`config.mk`:
```
export PLATFORM = sky130hd
export DESIGN_NAME = template_to_shell_translator_flat
export DESIGN_NICKNAME = d
export VERILOG_FILES = /design/src/hw/rtl/tst_pkg.sv /design/src/hw/rtl/tst_in_if.sv /design/src/hw/rtl/tst_out_if.sv /design/src/hw/rtl/tst_front.sv /design/src/hw/rtl/tst_queue.sv /design/src/hw/rtl/tst_back.sv /design/src/hw/rtl/template_to_shell_translator.sv /design/src/flat_wrapper.sv
export SDC_FILE = /design/constraint.sdc
export NUM_CORES = 1
export LEC_CHECK = 0
export BUFFER_PORTS_ARGS = -buffer_cell sky130_fd_sc_hd__buf_2
export CORE_MARGIN = 1.5
export CORE_UTILIZATION = 35
export DETAILED_ROUTE_END_ITERATION = 16
export HOLD_SLACK_MARGIN = 0.08
export SYNTH_ARGS = -nofsm -noshare
export SYNTH_HDL_FRONTEND = slang
export SYNTH_SLANG_ARGS = --single-unit
```
`constraint.sdc`:
```
create_clock -name clk -period 30.5 [get_ports clk]
set_input_delay 1.525 -clock clk [delete_from_list [all_inputs] [get_ports clk]]
set_output_delay 1.525 -clock clk [all_outputs]
set_load 0.01 [all_outputs]
```
`src/hw/rtl/tst_pkg.sv`:
```
`default_nettype none

package tst_pkg;

    localparam int LINE_BITS = 31;
    localparam int LINE_FIELD_W = 31;
    localparam logic [LINE_BITS-1:0] LINE_ONE = {{(LINE_BITS-1){1'b0}}, 1'b1};

    localparam int QUEUE_DEPTH = 4;
    localparam int QPTR_W = $clog2(QUEUE_DEPTH);
    localparam logic [QPTR_W:0] QCNT_FULL = QUEUE_DEPTH[QPTR_W:0];

    localparam logic [7:0] CH_LT    = 8'h3C;
    localparam logic [7:0] CH_PCT   = 8'h25;
    localparam logic [7:0] CH_DASH  = 8'h2D;
    localparam logic [7:0] CH_GT    = 8'h3E;
    localparam logic [7:0] CH_EQ    = 8'h3D;
    localparam logic [7:0] CH_PLUS  = 8'h2B;
    localparam logic [7:0] CH_BANG  = 8'h21;
    localparam logic [7:0] CH_QUOTE = 8'h27;
    localparam logic [7:0] CH_BSL   = 8'h5C;
    localparam logic [7:0] CH_NL    = 8'h0A;

    localparam logic [2:0] ERR_NONE    = 3'd0;
    localparam logic [2:0] ERR_TOKEN   = 3'd1;
    localparam logic [2:0] ERR_END     = 3'd2;
    localparam logic [2:0] ERR_INCLUDE = 3'd3;
    localparam logic [2:0] ERR_LINES   = 3'd4;

    typedef enum logic [2:0] {
        MODE_TOP,
        MODE_RUN,
        MODE_CMD,
        MODE_EXP,
        MODE_COM
    } mode_t;

    typedef enum logic [3:0] {
        TOK_NEED,
        TOK_NONE,
        TOK_LIT,
        TOK_CMD,
        TOK_EXP,
        TOK_COM,
        TOK_INCL,
        TOK_ESCO,
        TOK_ESCC,
        TOK_CLOSE,
        TOK_END
    } tok_t;

    typedef enum logic {
        FR_IDLE,
        FR_SCAN
    } front_state_t;

    // "printf %s " or "printf %s '"
    typedef enum logic [1:0] {
        PFX_NONE,
        PFX_EXP,
        PFX_RUN
    } pfx_t;

    typedef enum logic [2:0] {
        BODY_NONE,
        BODY_CH,
        BODY_QUOTE,
        BODY_ESCO,
        BODY_ESCC,
        BODY_NL
    } body_t;

    typedef enum logic [1:0] {
        TERM_NONE,
        TERM_ERR,
        TERM_DONE
    } term_t;

    // One token's worth of output: "'\n" prefix, printf prefix, body, status row.
    typedef struct packed {
        logic                 quote_nl;
        pfx_t                 pfx;
        body_t                body;
        logic [7:0]           ch;
        term_t                term;
        logic [2:0]           code;
        logic [LINE_BITS-1:0] line;
        logic                 last;
    } job_t;

    typedef struct packed {
        logic [7:0]              out_byte;
        logic                    byte_valid;
        logic                    last_of_run;
        logic [2:0]              error_code;
        logic [LINE_FIELD_W-1:0] error_line;
        logic                    done_res;
    } row_t;

    function automatic logic [4:0] job_len(input job_t j);
        logic [4:0] n;
        n = j.quote_nl ? 5'd2 : 5'd0;
        case (j.pfx)
            PFX_EXP: n = n + 5'd10;
            PFX_RUN: n = n + 5'd11;
            default: n = n;
        endcase
        case (j.body)
            BODY_CH, BODY_NL:     n = n + 5'd1;
            BODY_QUOTE:           n = n + 5'd4;
            BODY_ESCO, BODY_ESCC: n = n + 5'd2;
            default:              n = n;
        endcase
        if (j.term != TERM_NONE) begin
            n = n + 5'd1;
        end
        return n;
    endfunction

    function automatic logic [7:0] printf_char(input logic [3:0] k);
        logic [7:0] c;
        case (k)
            4'd0:    c = "p";
            4'd1:    c = "r";
            4'd2:    c = "i";
            4'd3:    c = "n";
            4'd4:    c = "t";
            4'd5:    c = "f";
            4'd6:    c = " ";
            4'd7:    c = "%";
            4'd8:    c = "s";
            4'd9:    c = " ";
            4'd10:   c = CH_QUOTE;
            default: c = 8'h00;
        endcase
        return c;
    endfunction

    function automatic row_t job_row(input job_t j, input logic [3:0] idx);
        row_t       r;
        logic [4:0] la;
        logic [4:0] lp;
        logic [4:0] lb;
        logic [4:0] pos;
        logic [4:0] k;
        r = '0;
        la = j.quote_nl ? 5'd2 : 5'd0;
        case (j.pfx)
            PFX_EXP: lp = 5'd10;
            PFX_RUN: lp = 5'd11;
            default: lp = 5'd0;
        endcase
        case (j.body)
            BODY_CH, BODY_NL:     lb = 5'd1;
            BODY_QUOTE:           lb = 5'd4;
            BODY_ESCO, BODY_ESCC: lb = 5'd2;
            default:              lb = 5'd0;
        endcase
        pos = {1'b0, idx};
        k = 5'd0;
        if (pos < la) begin
            r.byte_valid = 1'b1;
            r.out_byte = pos[0] ? CH_NL : CH_QUOTE;
        end else if (pos < la + lp) begin
            k = pos - la;
            r.byte_valid = 1'b1;
            r.out_byte = printf_char(k[3:0]);
        end else if (pos < la + lp + lb) begin
            k = pos - la - lp;
            r.byte_valid = 1'b1;
            case (j.body)
                BODY_CH:    r.out_byte = j.ch;
                BODY_QUOTE: r.out_byte = (k[1:0] == 2'd1) ? CH_BSL : CH_QUOTE;
                BODY_ESCO:  r.out_byte = k[0] ? CH_PCT : CH_LT;
                BODY_ESCC:  r.out_byte = k[0] ? CH_GT : CH_PCT;
                BODY_NL:    r.out_byte = CH_NL;
                default:    r.out_byte = 8'h00;
            endcase
        end else begin
            case (j.term)
                TERM_ERR:
                begin
                    r.error_code = j.code;
                    r.error_line[LINE_BITS-1:0] = j.line;
                end
                TERM_DONE: r.done_res = 1'b1;
                default:   r.done_res = 1'b0;
            endcase
        end
        return r;
    endfunction

endpackage

`default_nettype wire

```
`src/hw/rtl/tst_in_if.sv`:
```
`default_nettype none

interface tst_in_if;
    logic       valid;
    logic       ready;
    logic [7:0] in_byte;
    logic       is_end;

    modport source (output valid, output in_byte, output is_end, input ready);
    modport sink (input valid, input in_byte, input is_end, output ready);
endinterface

`default_nettype wire

```
`src/hw/rtl/tst_out_if.sv`:
```
`default_nettype none

interface tst_out_if;
    logic        valid;
    logic        ready;
    logic [7:0]  out_byte;
    logic        byte_valid;
    logic        last_of_run;
    logic [2:0]  error_code;
    logic [30:0] error_line;
    logic        done_res;

    modport source (output valid, output out_byte, output byte_valid, output last_of_run,
                    output error_code, output error_line, output done_res, input ready);
    modport sink (input valid, input out_byte, input byte_valid, input last_of_run,
                  input error_code, input error_line, input done_res, output ready);
endinterface

`default_nettype wire

```
`src/hw/rtl/tst_front.sv`:
```
`default_nettype none

module tst_front (
    input  wire logic     clk,
    input  wire logic     rst_n,
    tst_in_if.sink        in_chan,
    output logic          push,
    output tst_pkg::job_t push_job,
    input  wire logic     q_full
);

    tst_pkg::front_state_t state_reg, state_next;
    tst_pkg::mode_t        mode_reg, mode_next;
    logic [7:0]            held_reg [3];
    logic [7:0]            held_next [3];
    logic [1:0]            held_cnt_reg, held_cnt_next;
    logic                  eat_reg, eat_next;
    logic [tst_pkg::LINE_BITS-1:0] line_reg, line_next;
    logic                  halted_reg, halted_next;
    logic                  is_end_reg, is_end_next;
    logic                  err4_reg, err4_next;
    logic [4:0]            used_reg, used_next;
    tst_pkg::job_t         pend_reg, pend_next;
    logic                  pend_valid_reg, pend_valid_next;

    tst_pkg::tok_t  tok;
    logic [1:0]     take;
    logic           set_eat;
    logic           clr_eat;
    logic           has1, has2, has3;
    logic           c_special;

    tst_pkg::job_t  tjob;
    tst_pkg::job_t  err_job;
    tst_pkg::mode_t tmode;
    tst_pkg::body_t lit_body;
    tst_pkg::body_t run_body;
    logic           thalt;
    logic           top_rest;
    logic           lit_like;
    logic [4:0]     tcnt;
    logic [4:0]     limit;
    logic [1:0]     nl_left;
    logic           overflow;
    logic           stop;
    logic           has_res;
    logic           push_last;

    // Token recognition over the held bytes, up to two bytes of lookahead
    always_comb
    begin
        tok = tst_pkg::TOK_NEED;
        take = 2'd0;
        set_eat = 1'b0;
        clr_eat = 1'b0;
        has1 = (held_cnt_reg != 2'd0);
        has2 = (held_cnt_reg >= 2'd2);
        has3 = (held_cnt_reg == 2'd3);
        c_special = (held_reg[0] == tst_pkg::CH_LT) || (held_reg[0] == tst_pkg::CH_PCT) ||
                    (held_reg[0] == tst_pkg::CH_DASH);
        if (eat_reg) begin
            if (has1 || is_end_reg) begin
                clr_eat = 1'b1;
                tok = tst_pkg::TOK_CLOSE;
                if (has1 && held_reg[0] == tst_pkg::CH_NL) begin
                    take = 2'd1;
                end
            end
        end else if (!has1) begin
            tok = is_end_reg ? tst_pkg::TOK_END : tst_pkg::TOK_NEED;
        end else if (!c_special) begin
            tok = tst_pkg::TOK_LIT;
            take = 2'd1;
        end else if (!has2 && !is_end_reg) begin
            tok = tst_pkg::TOK_NEED;
        end else if (held_reg[0] == tst_pkg::CH_PCT && has2 && held_reg[1] == tst_pkg::CH_GT) begin
            tok = tst_pkg::TOK_CLOSE;
            take = 2'd2;
        end else if (!(has2 && held_reg[1] == tst_pkg::CH_PCT)) begin
            tok = tst_pkg::TOK_LIT;
            take = 2'd1;
        end else if (!has3 && !is_end_reg) begin
            tok = tst_pkg::TOK_NEED;
        end else if (held_reg[0] == tst_pkg::CH_LT) begin
            tok = tst_pkg::TOK_CMD;
            take = 2'd2;
            if (has3) begin
                case (held_reg[2])
                    tst_pkg::CH_EQ:
                    begin
                        tok = tst_pkg::TOK_EXP;
                        take = 2'd3;
                    end
                    tst_pkg::CH_PLUS:
                    begin
                        tok = tst_pkg::TOK_INCL;
                        take = 2'd3;
                    end
                    tst_pkg::CH_BANG:
                    begin
                        tok = tst_pkg::TOK_COM;
                        take = 2'd3;
                    end
                    tst_pkg::CH_PCT:
                    begin
                        tok = tst_pkg::TOK_ESCO;
                        take = 2'd3;
                    end
                    default:
                    begin
                        tok = tst_pkg::TOK_CMD;
                        take = 2'd2;
                    end
                endcase
            end
        end else if (has3 && held_reg[2] == tst_pkg::CH_GT) begin
            take = 2'd3;
            if (held_reg[0] == tst_pkg::CH_PCT) begin
                tok = tst_pkg::TOK_ESCC;
            end else begin
                // dash close: nothing yet, the following newline is eaten
                tok = tst_pkg::TOK_NONE;
                set_eat = 1'b1;
            end
        end else begin
            tok = tst_pkg::TOK_LIT;
            take = 2'd1;
        end
    end

    // Newlines still held once the token is taken; they do not count for the error line
    always_comb
    begin
        nl_left = 2'd0;
        for (int i = 0; i < 3; i++) begin
            if (2'(i) >= take && 2'(i) < held_cnt_reg && held_reg[i] == tst_pkg::CH_NL) begin
                nl_left = nl_left + 2'd1;
            end
        end
    end

    // What the token produces in the current mode
    always_comb
    begin
        tjob = '0;
        tjob.pfx = tst_pkg::PFX_NONE;
        tjob.body = tst_pkg::BODY_NONE;
        tjob.term = tst_pkg::TERM_NONE;
        tjob.ch = held_reg[0];
        tjob.code = tst_pkg::ERR_NONE;
        tjob.line = line_reg - {{(tst_pkg::LINE_BITS-2){1'b0}}, nl_left};
        tmode = mode_reg;
        thalt = 1'b0;
        top_rest = 1'b0;
        lit_like = (tok == tst_pkg::TOK_LIT) || (tok == tst_pkg::TOK_ESCO) ||
                   (tok == tst_pkg::TOK_ESCC);
        if (tok == tst_pkg::TOK_ESCO) begin
            lit_body = tst_pkg::BODY_ESCO;
        end else if (tok == tst_pkg::TOK_ESCC) begin
            lit_body = tst_pkg::BODY_ESCC;
        end else begin
            lit_body = tst_pkg::BODY_CH;
        end
        run_body = (tok == tst_pkg::TOK_LIT && held_reg[0] == tst_pkg::CH_QUOTE) ?
                   tst_pkg::BODY_QUOTE : lit_body;
        if (tok != tst_pkg::TOK_NONE && tok != tst_pkg::TOK_NEED) begin
            case (mode_reg)
                tst_pkg::MODE_RUN:
                begin
                    if (lit_like) begin
                        tjob.body = run_body;
                    end else begin
                        tjob.quote_nl = 1'b1;
                        tmode = tst_pkg::MODE_TOP;
                        top_rest = 1'b1;
                    end
                end
                tst_pkg::MODE_CMD, tst_pkg::MODE_EXP:
                begin
                    if (lit_like) begin
                        tjob.body = lit_body;
                    end else begin
                        tjob.body = tst_pkg::BODY_NL;
                        if (tok == tst_pkg::TOK_CLOSE) begin
                            tmode = tst_pkg::MODE_TOP;
                        end else begin
                            tjob.term = tst_pkg::TERM_ERR;
                            tjob.code = (tok == tst_pkg::TOK_END) ? tst_pkg::ERR_END :
                                                                    tst_pkg::ERR_TOKEN;
                            thalt = 1'b1;
                        end
                    end
                end
                tst_pkg::MODE_COM:
                begin
                    if (!lit_like) begin
                        if (tok == tst_pkg::TOK_CLOSE) begin
                            tmode = tst_pkg::MODE_TOP;
                        end else begin
                            tjob.term = tst_pkg::TERM_ERR;
                            tjob.code = (tok == tst_pkg::TOK_END) ? tst_pkg::ERR_END :
                                                                    tst_pkg::ERR_TOKEN;
                            thalt = 1'b1;
                        end
                    end
                end
                tst_pkg::MODE_TOP:
                begin
                    if (lit_like) begin
                        tjob.pfx = tst_pkg::PFX_RUN;
                        tjob.body = run_body;
                        tmode = tst_pkg::MODE_RUN;
                    end else begin
                        top_rest = 1'b1;
                    end
                end
                default: tmode = tst_pkg::MODE_TOP;
            endcase
            if (top_rest) begin
                case (tok)
                    tst_pkg::TOK_CMD: tmode = tst_pkg::MODE_CMD;
                    tst_pkg::TOK_EXP:
                    begin
                        tjob.pfx = tst_pkg::PFX_EXP;
                        tmode = tst_pkg::MODE_EXP;
                    end
                    tst_pkg::TOK_COM: tmode = tst_pkg::MODE_COM;
                    tst_pkg::TOK_END:
                    begin
                        tjob.term = tst_pkg::TERM_DONE;
                        thalt = 1'b1;
                    end
                    tst_pkg::TOK_INCL:
                    begin
                        tjob.term = tst_pkg::TERM_ERR;
                        tjob.code = tst_pkg::ERR_INCLUDE;
                        thalt = 1'b1;
                    end
                    default:
                    begin
                        tjob.term = tst_pkg::TERM_ERR;
                        tjob.code = tst_pkg::ERR_TOKEN;
                        thalt = 1'b1;
                    end
                endcase
            end
        end
        tcnt = tst_pkg::job_len(tjob);
    end

    always_comb
    begin
        err_job = '0;
        err_job.pfx = tst_pkg::PFX_NONE;
        err_job.body = tst_pkg::BODY_NONE;
        err_job.term = tst_pkg::TERM_ERR;
        err_job.code = tst_pkg::ERR_LINES;
        err_job.line = line_reg;
    end

    // A transaction may yield at most 16 rows; one fewer when the line error follows
    assign limit    = err4_reg ? 5'd15 : 5'd16;
    assign overflow = !is_end_reg && ((used_reg + tcnt) > limit);
    assign stop     = halted_reg || (tok == tst_pkg::TOK_NEED) || overflow;
    assign has_res  = (tcnt != 5'd0);

    always_comb
    begin
        push_job = pend_reg;
        push_job.last = push_last;
    end

    always_comb
    begin
        state_next = state_reg;
        mode_next = mode_reg;
        held_next = held_reg;
        held_cnt_next = held_cnt_reg;
        eat_next = eat_reg;
        line_next = line_reg;
        halted_next = halted_reg;
        is_end_next = is_end_reg;
        err4_next = err4_reg;
        used_next = used_reg;
        pend_next = pend_reg;
        pend_valid_next = pend_valid_reg;
        push = 1'b0;
        push_last = 1'b0;
        in_chan.ready = 1'b0;
        case (state_reg)
            tst_pkg::FR_IDLE: in_chan.ready = 1'b1;
            tst_pkg::FR_SCAN:
            begin
                if (stop && err4_reg) begin
                    if (!pend_valid_reg || !q_full) begin
                        push = pend_valid_reg;
                        pend_next = err_job;
                        pend_valid_next = 1'b1;
                        halted_next = 1'b1;
                        err4_next = 1'b0;
                    end
                end else if (stop) begin
                    // item finished: the held job carries the last-of-run mark
                    if (!pend_valid_reg || !q_full) begin
                        in_chan.ready = 1'b1;
                        push = pend_valid_reg;
                        push_last = 1'b1;
                        pend_valid_next = 1'b0;
                        state_next = tst_pkg::FR_IDLE;
                    end
                end else begin
                    if (!(has_res && pend_valid_reg && q_full)) begin
                        push = has_res && pend_valid_reg;
                        if (has_res) begin
                            pend_next = tjob;
                            pend_valid_next = 1'b1;
                        end
                        mode_next = tmode;
                        if (thalt) begin
                            halted_next = 1'b1;
                        end
                        if (set_eat) begin
                            eat_next = 1'b1;
                        end
                        if (clr_eat) begin
                            eat_next = 1'b0;
                        end
                        case (take)
                            2'd1:
                            begin
                                held_next[0] = held_reg[1];
                                held_next[1] = held_reg[2];
                            end
                            2'd2: held_next[0] = held_reg[2];
                            default: held_next[0] = held_reg[0];
                        endcase
                        held_cnt_next = held_cnt_reg - take;
                        used_next = used_reg + tcnt;
                    end
                end
            end
            default: state_next = tst_pkg::FR_IDLE;
        endcase
        if (in_chan.valid && in_chan.ready && !halted_reg) begin
            state_next = tst_pkg::FR_SCAN;
            used_next = 5'd0;
            is_end_next = in_chan.is_end;
            err4_next = 1'b0;
            if (!in_chan.is_end) begin
                if (in_chan.in_byte == tst_pkg::CH_NL && line_reg == '1) begin
                    err4_next = 1'b1;
                end else begin
                    if (in_chan.in_byte == tst_pkg::CH_NL) begin
                        line_next = line_reg + tst_pkg::LINE_ONE;
                    end
                    if (held_cnt_reg != 2'd3) begin
                        held_next[held_cnt_reg] = in_chan.in_byte;
                        held_cnt_next = held_cnt_reg + 2'd1;
                    end
                end
            end
        end
    end

    always_ff @(posedge clk or negedge rst_n)
    begin
        if (!rst_n) begin
            state_reg <= tst_pkg::FR_IDLE;
            mode_reg <= tst_pkg::MODE_TOP;
            held_cnt_reg <= 2'd0;
            eat_reg <= 1'b0;
            line_reg <= tst_pkg::LINE_ONE;
            halted_reg <= 1'b0;
            is_end_reg <= 1'b0;
            err4_reg <= 1'b0;
            used_reg <= 5'd0;
            pend_valid_reg <= 1'b0;
        end else begin
            state_reg <= state_next;
            mode_reg <= mode_next;
            held_cnt_reg <= held_cnt_next;
            eat_reg <= eat_next;
            line_reg <= line_next;
            halted_reg <= halted_next;
            is_end_reg <= is_end_next;
            err4_reg <= err4_next;
            used_reg <= used_next;
            pend_valid_reg <= pend_valid_next;
        end
    end

    always_ff @(posedge clk)
    begin
        held_reg <= held_next;
        pend_reg <= pend_next;
    end

endmodule

`default_nettype wire

```
`src/hw/rtl/tst_queue.sv`:
```
`default_nettype none

module tst_queue (
    input  wire logic           clk,
    input  wire logic           rst_n,
    input  wire logic           push,
    input  wire tst_pkg::job_t  push_job,
    output logic                full,
    input  wire logic           pop,
    output tst_pkg::job_t       head,
    output logic                empty
);

    tst_pkg::job_t                 mem_reg [tst_pkg::QUEUE_DEPTH];
    logic [tst_pkg::QPTR_W-1:0]    wr_reg, wr_next;
    logic [tst_pkg::QPTR_W-1:0]    rd_reg, rd_next;
    logic [tst_pkg::QPTR_W:0]      cnt_reg, cnt_next;

    assign full  = (cnt_reg == tst_pkg::QCNT_FULL);
    assign empty = (cnt_reg == '0);
    assign head  = mem_reg[rd_reg];

    always_comb
    begin
        wr_next = wr_reg;
        rd_next = rd_reg;
        cnt_next = cnt_reg;
        if (push) begin
            wr_next = wr_reg + 1'b1;
        end
        if (pop) begin
            rd_next = rd_reg + 1'b1;
        end
        if (push && !pop) begin
            cnt_next = cnt_reg + 1'b1;
        end else if (pop && !push) begin
            cnt_next = cnt_reg - 1'b1;
        end
    end

    always_ff @(posedge clk or negedge rst_n)
    begin
        if (!rst_n) begin
            wr_reg <= '0;
            rd_reg <= '0;
            cnt_reg <= '0;
        end else begin
            wr_reg <= wr_next;
            rd_reg <= rd_next;
            cnt_reg <= cnt_next;
        end
    end

    always_ff @(posedge clk)
    begin
        if (push) begin
            mem_reg[wr_reg] <= push_job;
        end
    end

endmodule

`default_nettype wire

```
`src/hw/rtl/tst_back.sv`:
```
`default_nettype none

module tst_back (
    input  wire logic          clk,
    input  wire logic          rst_n,
    output logic               pop,
    input  wire tst_pkg::job_t head,
    input  wire logic          empty,
    tst_out_if.source          out_chan
);

    tst_pkg::job_t cur_reg;
    logic          cur_valid_reg, cur_valid_next;
    logic [3:0]    idx_reg, idx_next;
    tst_pkg::row_t out_reg, row_next;
    logic          out_valid_reg, out_valid_next;

    logic [4:0]    cur_len;
    logic          at_end;
    logic          load;

    assign cur_len = tst_pkg::job_len(cur_reg);
    assign at_end  = ({1'b0, idx_reg} == (cur_len - 5'd1));
    assign load    = cur_valid_reg && (!out_valid_reg || out_chan.ready);
    assign pop     = !empty && (!cur_valid_reg || (load && at_end));

    always_comb
    begin
        row_next = tst_pkg::job_row(cur_reg, idx_reg);
        row_next.last_of_run = at_end && cur_reg.last;
    end

    always_comb
    begin
        out_valid_next = out_valid_reg;
        if (load) begin
            out_valid_next = 1'b1;
        end else if (out_chan.ready) begin
            out_valid_next = 1'b0;
        end
        cur_valid_next = cur_valid_reg;
        idx_next = idx_reg;
        if (pop) begin
            cur_valid_next = 1'b1;
            idx_next = 4'd0;
        end else if (load) begin
            if (at_end) begin
                cur_valid_next = 1'b0;
            end else begin
                idx_next = idx_reg + 4'd1;
            end
        end
    end

    always_ff @(posedge clk or negedge rst_n)
    begin
        if (!rst_n) begin
            out_valid_reg <= 1'b0;
            cur_valid_reg <= 1'b0;
            idx_reg <= 4'd0;
        end else begin
            out_valid_reg <= out_valid_next;
            cur_valid_reg <= cur_valid_next;
            idx_reg <= idx_next;
        end
    end

    always_ff @(posedge clk)
    begin
        if (load) begin
            out_reg <= row_next;
        end
        if (pop) begin
            cur_reg <= head;
        end
    end

    assign out_chan.valid       = out_valid_reg;
    assign out_chan.out_byte    = out_reg.out_byte;
    assign out_chan.byte_valid  = out_reg.byte_valid;
    assign out_chan.last_of_run = out_reg.last_of_run;
    assign out_chan.error_code  = out_reg.error_code;
    assign out_chan.error_line  = out_reg.error_line;
    assign out_chan.done_res    = out_reg.done_res;

endmodule

`default_nettype wire

```
`src/hw/rtl/template_to_shell_translator.sv`:
```
// Template to shell script translator.
// in_chan takes one template byte per transaction (is_end marks the end of
// the template); out_chan gives script bytes, error rows and the final done
// row, with last_of_run on the last row caused by an input transaction.
// The front scans held bytes one token per cycle while the queue has room,
// and turns each token into an output job; a four-entry job queue feeds
// the back, which expands a job into up to fifteen rows, one row per cycle
// while out_chan is ready, through an output register. A transaction holds
// in_chan until the front has scanned each token that the byte completes;
// a newline that overflows the line count also adds a line error job.
// A row passes the held bytes, the pending job, the queue, the current job
// and the output register; text expanding to many bytes backs up into the
// queue and then holds in_chan.ready low. When out_chan stalls, the output
// register holds its row and the queue absorbs jobs until full. After an
// error or done row, transactions are taken and dropped until reset. Reset
// empties the queue and the output register, sets the line count to one
// and returns to plain text mode.
`default_nettype none

module template_to_shell_translator (
    input  wire logic clk,
    input  wire logic rst_n,
    tst_in_if.sink    in_chan,
    tst_out_if.source out_chan
);

    logic          push;
    tst_pkg::job_t push_job;
    logic          q_full;
    logic          pop;
    tst_pkg::job_t head;
    logic          q_empty;

    tst_front u_front (
        .clk      (clk),
        .rst_n    (rst_n),
        .in_chan  (in_chan),
        .push     (push),
        .push_job (push_job),
        .q_full   (q_full)
    );

    tst_queue u_queue (
        .clk      (clk),
        .rst_n    (rst_n),
        .push     (push),
        .push_job (push_job),
        .full     (q_full),
        .pop      (pop),
        .head     (head),
        .empty    (q_empty)
    );

    tst_back u_back (
        .clk      (clk),
        .rst_n    (rst_n),
        .pop      (pop),
        .head     (head),
        .empty    (q_empty),
        .out_chan (out_chan)
    );

endmodule

`default_nettype wire
```
`src/flat_wrapper.sv`:
```
// flat-port wrapper written by rule: the top's interface ports become plain ports
module template_to_shell_translator_flat 
  (clk, rst_n, in_chan_valid, in_chan_in_byte, in_chan_is_end, in_chan_ready, out_chan_valid, out_chan_out_byte, out_chan_byte_valid, out_chan_last_of_run, out_chan_error_code, out_chan_error_line, out_chan_done_res, out_chan_ready);
  tst_in_if in_chan_i ();
  tst_out_if out_chan_i ();
  input  wire logic clk;
  input  wire logic rst_n;
  input wire logic [$bits(in_chan_i.valid)-1:0] in_chan_valid;
  input wire logic [$bits(in_chan_i.in_byte)-1:0] in_chan_in_byte;
  input wire logic [$bits(in_chan_i.is_end)-1:0] in_chan_is_end;
  output wire logic [$bits(in_chan_i.ready)-1:0] in_chan_ready;
  output wire logic [$bits(out_chan_i.valid)-1:0] out_chan_valid;
  output wire logic [$bits(out_chan_i.out_byte)-1:0] out_chan_out_byte;
  output wire logic [$bits(out_chan_i.byte_valid)-1:0] out_chan_byte_valid;
  output wire logic [$bits(out_chan_i.last_of_run)-1:0] out_chan_last_of_run;
  output wire logic [$bits(out_chan_i.error_code)-1:0] out_chan_error_code;
  output wire logic [$bits(out_chan_i.error_line)-1:0] out_chan_error_line;
  output wire logic [$bits(out_chan_i.done_res)-1:0] out_chan_done_res;
  input wire logic [$bits(out_chan_i.ready)-1:0] out_chan_ready;
  assign in_chan_i.valid = in_chan_valid;
  assign in_chan_i.in_byte = in_chan_in_byte;
  assign in_chan_i.is_end = in_chan_is_end;
  assign in_chan_ready = in_chan_i.ready;
  assign out_chan_valid = out_chan_i.valid;
  assign out_chan_out_byte = out_chan_i.out_byte;
  assign out_chan_byte_valid = out_chan_i.byte_valid;
  assign out_chan_last_of_run = out_chan_i.last_of_run;
  assign out_chan_error_code = out_chan_i.error_code;
  assign out_chan_error_line = out_chan_i.error_line;
  assign out_chan_done_res = out_chan_i.done_res;
  assign out_chan_i.ready = out_chan_ready;
  template_to_shell_translator u_core (.clk(clk), .rst_n(rst_n), .in_chan(in_chan_i), .out_chan(out_chan_i));
endmodule
```
==> metrics, run 1 <==
Main synth FF type=edfxtp_1; cell count after synthesis=1390; CP Class=flop to primary output; post-synth top area cell=edfxtp_1; Tightest Pin Transition=around 0.90 ns; ANT nets after route=0; final setup fails=0; cts repair resizes=0; most common cell in the netlist=edfxtp_1; P_int=between 0.001 and 0.0015 W; post-synth cell types=104; I/O pin total=60; DRT Pass-1 Iters=5; RSZ-0062 raised after global routing=no; R2R cell count=36; clk_skew=between 0.01 and 0.015 ns; Max Fclk=98.1 MHz; Area contributors post-synth=edfxtp_1, dfrtp_1, mux4_2; Req. time, crit path=around 29 ns; Crit. Startpoint=u_core.u_front.held_cnt_reg[1]$_DFF_PN0_; Min-Delay Path Class=flop to flop; CTS Buffer Depth=3; sequential area share after synthesis=roughly 63%; Total GRT Usage=between 10% and 20%; Hold Buf Count CTS=0; outcome=finished, final reports clean; Ys Warns=0; Slowest-stage cell, CP=o311ai_0; DRT Wirelength=39.0 mm; clock share of power=28.7%; Remaining DRCs=0; DIE AREA=between 50000 and 60000 um2; dpl hpwl=~25 mm; Final #Nets=1512; Async SR Flop Fraction=13.8%; Synth Area per Inst=roughly 14 um2; min Tclk post-route=10.19 ns; # diodes=0; H-Tree Depth=2; Slowest Stage Delay on Critical Path=about 0.62 ns; relative slew slack=39.8%; number of global-route vias before repair=approximately 11000; Cells after DPL=between 2000 and 2500; max cap viols=0; Die Y=241 um; Starting Density=35.3%; number of synthesized flops with an enable pin=~360; CTS Buf Count=45; via count=between 10000 and 15000; most frequent cell on the critical path=ha_1; Worst setup SP type=flop; Sequential Power Share=42.0%; switching pwr=about 0.00060 W; CP Capture Type=primary output; GRT met3 Usage=between 2 and 3%; Data arrival, critical path=8.67 ns; static leakage=slightly above 8 nW; Top Usage Layer GRT=met2; GRT overflow=0; pin count of the biggest net entering global routing=61; first-pass GRT wire length=roughly 63 mm; crit path to=in_chan_ready; postcts setup bufs=0; Syn Std Cell Area=slightly below 20000 um2; Global Route met2 Usage=around 22%; switching share of power=between 30% and 40%; PortBufs=59; clk slew on worst S/H paths=0.06 ns; Non-Filler Instances=about 2200; pwr dens=approximately 85 nW/um2; most frequent cells after synthesis=edfxtp_1, nand2_1, nor2_1; post-DR wirelength/cell=between 15 and 20 um; GPL Wtd Cong=0.826; clk sinks=roughly 430; part of the cycle the worst path needs=about a third; die width=around 240 um; Synth top area share=between 50% and 60%; worst skew pair latency=~0.57 ns; Fin Setup TNS=0 ns; initial antenna violation count=0; FP Rows=87; layout cells sized above 1=17.2%; Placeable Area=approximately 56000 um2; Reg2Reg Capture Point=u_core.u_front.held_reg[9]$_DFF_P_; 1st-iter DRT viols=approximately 840; max reg flops=204; register bit total from synthesis=between 400 and 500; reg-to-reg slack, setup=roughly 21 ns; GR Util met1=19.2%; RR Startpoint=u_core.u_front.held_cnt_reg[1]$_DFF_PN0_; Hold Vio Cnt, Final=0; clock root buffer master=clkbuf_16; Mapped Nets=around 1500; CTS tree=built; crit path max fanout=12; vias per cell=roughly 5; Max VDD drop=between 0.04 and 0.05 mV; Pins Over Slew Limit=0; Comb power frac=between 20% and 30%; Syn-to-layout area delta=12.6%
-- power groups by stage --
stage                     combinational (W)  clock (W)  sequential, W
after floorplan                    0.000436          0       0.000783
after global placement             0.000544          0       0.000804
after detailed placement           0.000553          0       0.000808
after CTS                          0.000557   0.000561       0.000796
after global routing               0.000622   0.000585       0.000805
final                              0.000554   0.000544       0.000795
-- cells by family (layout without fill, tap and decap cells) --
family / after synthesis / in the layout / synth area share [%]
XOR/XNOR: 85 / 85 / 3.76
buffers and inverters: 120 / 203 / 2.56
AO/OA/AOI/OAI: 210 / 210 / 7.80
flip-flops: 434 / 434 / 63.4
adder cells (fa/ha/maj): 61 / 61 / 4.00
AND/OR/NAND/NOR: 417 / 417 / 12.0
multiplexers: 63 / 63 / 6.45
-- worst min path at each step --
stage	from	to	slack, ns	depth (start not counted)
2_1_floorplan	u_core.u_back.cur_valid_reg$_DFFE_PN0P_	u_core.u_back.out_chan.valid$_DFFE_PN0P_	0.44	1
3_3_place_gp	u_core.u_back.cur_valid_reg$_DFFE_PN0P_	u_core.u_back.out_chan.valid$_DFFE_PN0P_	0.45	1
3_5_place_dp	u_core.u_back.cur_valid_reg$_DFFE_PN0P_	u_core.u_back.out_chan.valid$_DFFE_PN0P_	0.47	1
4_1_cts	u_core.u_back.cur_valid_reg$_DFFE_PN0P_	u_core.u_back.out_chan.valid$_DFFE_PN0P_	0.48	1
5_1_grt	u_core.u_back.cur_valid_reg$_DFFE_PN0P_	u_core.u_back.out_chan.valid$_DFFE_PN0P_	0.51	1
6_report	u_core.u_back.cur_valid_reg$_DFFE_PN0P_	u_core.u_back.out_chan.valid$_DFFE_PN0P_	0.48	1
-- metal layers --
layer	part of all wire [%]	wire (um)	vias up
met1	47	18300	5549
met4	2.0	764	0
met3	4.8	1860	52
met5	0	0	-
met2	46	18000	203
li1	-	-	5376
-- metrics by stage --
step                      util, %  power [W]  hold slack, ns  cell area [um2]  worst slack [ns]
final                        39.7    0.00189           0.479            22300             20.31
after global routing         39.7    0.00201           0.507            22300             19.68
after CTS                    39.7    0.00191           0.484            22300             20.37
after detailed placement     37.1    0.00136           0.471            20900             20.86
after global placement       37.1    0.00135           0.451            20900             21.20
after floorplan                 -    0.00122           0.442            19800             19.75
-- cells in the final DEF, fill, tap and decap left out, drive strengths merged, types with 6 or more instances in the layout --
cell    Yosys  routed
nand2      86      86
nand2b     22      22
a31o        8       8
clkbuf     48      62
inv        52      55
nand4       8       8
or2         8       8
and2       53      53
o21ai      50      50
a22oi      16      16
a221o      10      10
nor2       69      69
mux2        8       8
clkinv      0      10
edfxtp    358     358
nor3       36      36
nand3b      8       8
a21oi      43      43
and3       15      15
a211oi      8       8
or3        10      10
ha         57      57
a21o        6       6
nor2b      17      17
xnor2      50      50
xor2       35      35
and4       16      16
dfrtp      59      59
mux4       51      51
nor4       16      16
nand3      20      20
dfxtp      16      16
buf        20      69
-- worst max-delay path: cells and delay by family (launching register included) --
| family | cells | cell delay (ns) |
|---|---|---|
| DFF | 1 | 0.48 |
| and+or+nand+nor | 10 | 2.03 |
| adders and majority gates | 5 | 1.31 |
| AOI/OAI and AO/OA | 10 | 3.21 |
| xor gates and xnor gates | 3 | 0.57 |
| buffers and inverters | 4 | 0.49 |
-- cell type report --
| class | instances | area (um2) |
|---|---|---|
| timing repair buffer | 69 | 370 |
| fill | 5218 | 33900 |
| multi-input combinational | 836 | 6770 |
| clock buffer | 62 | 1240 |
| sequential | 434 | 12600 |
| tap | 756 | 946 |
| clock inverter | 20 | 216 |
| inverter | 52 | 195 |
Note: power is estimated with default switching activity, not from simulation.
==> inputs of run 2 (changes only) <==
clock period = 9.6 ns   (was 30.5 ns; I/O delays follow)
==> run 2 against run 1 <==
Net effect: clock skew is 0.011 ns higher; hold slack got worse by 0.38 ns; cell count grew 0.90%; flip-flop and latch count is the same; critical path depth up 3; die area is the same; largest power group unchanged; highest routed layer unchanged.
==> metrics, run 2 (synthesis gave the netlist of run 1 again) <==
outcome=finished, final reports clean; clk_skew=0.0256 ns (+0.0109 ns); first-pass GRT wire length=62.6 mm (-1.1%); die width=241 um (unchanged); delay-heaviest family, CP=simple AND/OR/NAND/NOR gates; post-DR wirelength/cell=17.1 um (-2.1%); min Tclk post-route=8.95 ns; most frequent cell on the critical path=ha_1; switching pwr=0.00191 W (+220%); pwr dens=267 nW/um2 (+210%); Req. time, crit path=10.06 ns (-18.92 ns); reg-to-reg slack, setup=0.65 ns (-20.05 ns); DIE AREA=58100 um2 (unchanged); CP Class=flop to flop; via count=11200 (+0.35%); layout cells sized above 1=18.6% (+1.4 points); part of the cycle the worst path needs=approximately 93%; CTS Buf Count=46 (+2.2%); pin count of the biggest net entering global routing=61 (unchanged); final design utilization=40.3% (+0.52 points); 1st-iter DRT viols=678 (-19%); Non-Filler Instances=2249 (+0.90%); CP Capture Type=flop; initial antenna violation count=1 (+1); worst skew pair latency=0.59 ns (+0.02 ns); clk sinks=434 (unchanged); Worst setup SP type=flop; Comb power frac=29.3% (about the same); Slowest-stage cell, CP=o311ai_0; most frequent cells in the layout=edfxtp_1, nand2_1, nor2_1; dpl hpwl=25.8 mm (+1.8%); ANT nets after route=0 (unchanged); H-Tree Depth=2 (unchanged); switching share of power=31.7% (+0.11 points); number of global-route vias before repair=11400 (+0.96%); Place WS=0.181 ns (-20.68 ns); Max VDD drop=0.149 mV (+270%); Cells after DPL=2159 (+0.56%); clock root buffer master=clkbuf_16; GPL Wtd Cong=0.832 (+0.77%); GRT overflow=0 (unchanged); relative slew slack=39.4% (-0.31 points); Fin Setup TNS=0 ns (unchanged); Final #Nets=1530 (+1.2%); Placeable Area=56200 um2 (unchanged); Max Fclk=112 MHz; PortBufs=59 (unchanged); DRT Wirelength=38.5 mm (-1.2%); Reg2Reg Capture Point=u_core.u_front.line_reg[19]$_DFFE_PN0P_; final setup fails=0 (unchanged); most common cell after layout, fill and taps aside=edfxtp_1; Remaining DRCs=0 (unchanged); Data arrival, critical path=9.41 ns (+0.74 ns); worst setup margin=0.654 ns (-19.65 ns); Slowest Stage Delay on Critical Path=0.61 ns (about the same); R2R cell count=35 (-2.8%); clock share of power=28.7% (about the same); FP Rows=87 (unchanged); # diodes=0 (unchanged); I/O pin total=60 (unchanged); Starting Density=35.3% (unchanged); Buf+Inv Stages, Crit Path=2 (-2); crit path max fanout=9 (-3); Min-Delay Path Class=input pin to async pin; Hold Vio Cnt, Final=0 (unchanged); Sequential Power Share=42.1% (about the same); Tightest Pin Transition=0.908 ns (+0.00469 ns); vias per cell=4.99 (-0.54%); Syn-to-layout area delta=14.1%; Die Y=241 um (unchanged); Pins Over Slew Limit=0 (unchanged); static leakage=8.21 nW (+1.7%); CTS tree=built; CTS Buffer Depth=3 (unchanged); DRT Pass-1 Iters=4 (-1); Total GRT Usage=13.6% (-0.18 points); max reg flops=204 (unchanged); P_int=0.00412 W (+220%); max cap viols=0 (unchanged); clk slew on worst S/H paths=0.06 ns (about the same)
## run 2: worst max path at each step
stage	from	endpoint	depth (start not counted)
2_1_floorplan	u_core.u_front.held_cnt_reg[1]$_DFF_PN0_	u_core.u_front.push_job[10]$_DFFE_PP_	36
6_report	flop	u_core.u_front.line_reg[19]$_DFFE_PN0P_	35
3_5_place_dp	u_core.u_front.held_cnt_reg[1]$_DFF_PN0_	u_core.u_front.held_reg[10]$_DFF_P_	38
5_1_grt	u_core.u_front.held_cnt_reg[0]$_DFF_PN0_	u_core.u_front.line_reg[19]$_DFFE_PN0P_	37
3_3_place_gp	u_core.u_front.held_cnt_reg[1]$_DFF_PN0_	u_core.u_front.held_reg[12]$_DFF_P_	38
4_1_cts	u_core.u_front.held_cnt_reg[1]$_DFF_PN0_	u_core.u_front.held_reg[10]$_DFF_P_	36
## run 2: power groups by stage
| stage | Sequential, W | Clock, W | Combinational, W |
|---|---|---|---|
| 4_1_cts | 0.00254 | 0.00179 | 0.00176 |
| 3_5_place_dp | 0.00258 | 0 | 0.00175 |
| 2_1_floorplan | 0.00249 | 0 | 0.00139 |
| 3_3_place_gp | 0.00257 | 0 | 0.00172 |
| 6_report | 0.00254 | 0.00173 | 0.00177 |
| 5_1_grt | 0.00257 | 0.00186 | 0.00199 |
## run 2: metrics by stage
stage | hold WS, ns | total power (W) | cell area (um2)
floorplan | 0.184 | 0.00387 | 19800
global placement | 0.453 | 0.00429 | 21100
detailed placement | 0.459 | 0.00433 | 21100
CTS | 0.0945 | 0.00609 | 22500
global route | 0.118 | 0.00642 | 22600
finish | 0.102 | 0.00603 | 22600
## run 2: metal layers
layer	global-route usage [%]	part of all wire [%]	up-vias
li1	-	-	5417
met1	18.9	48	5556
met2	21.6	46	182
met3	2.60	3.7	64
met4	4.47	2.4	0
met5	0	0	-
## run 2: timing repair
item | in CTS | in global routing
buffers inserted | 0 | 5
setup endpoints to repair | 0 | 319
resized for setup | 0 | 10
hold buffers | 0 | 0
## run 2: cell type report
| type | instances | area [um2] |
|---|---|---|
| fill | 5231 | 33600 |
| sequential | 434 | 12600 |
| multi-input combinational | 836 | 6820 |
| clock buffer | 63 | 1210 |
| tap | 756 | 946 |
| timing repair buffer | 86 | 598 |
| clock inverter | 22 | 259 |
| inverter | 52 | 195 |
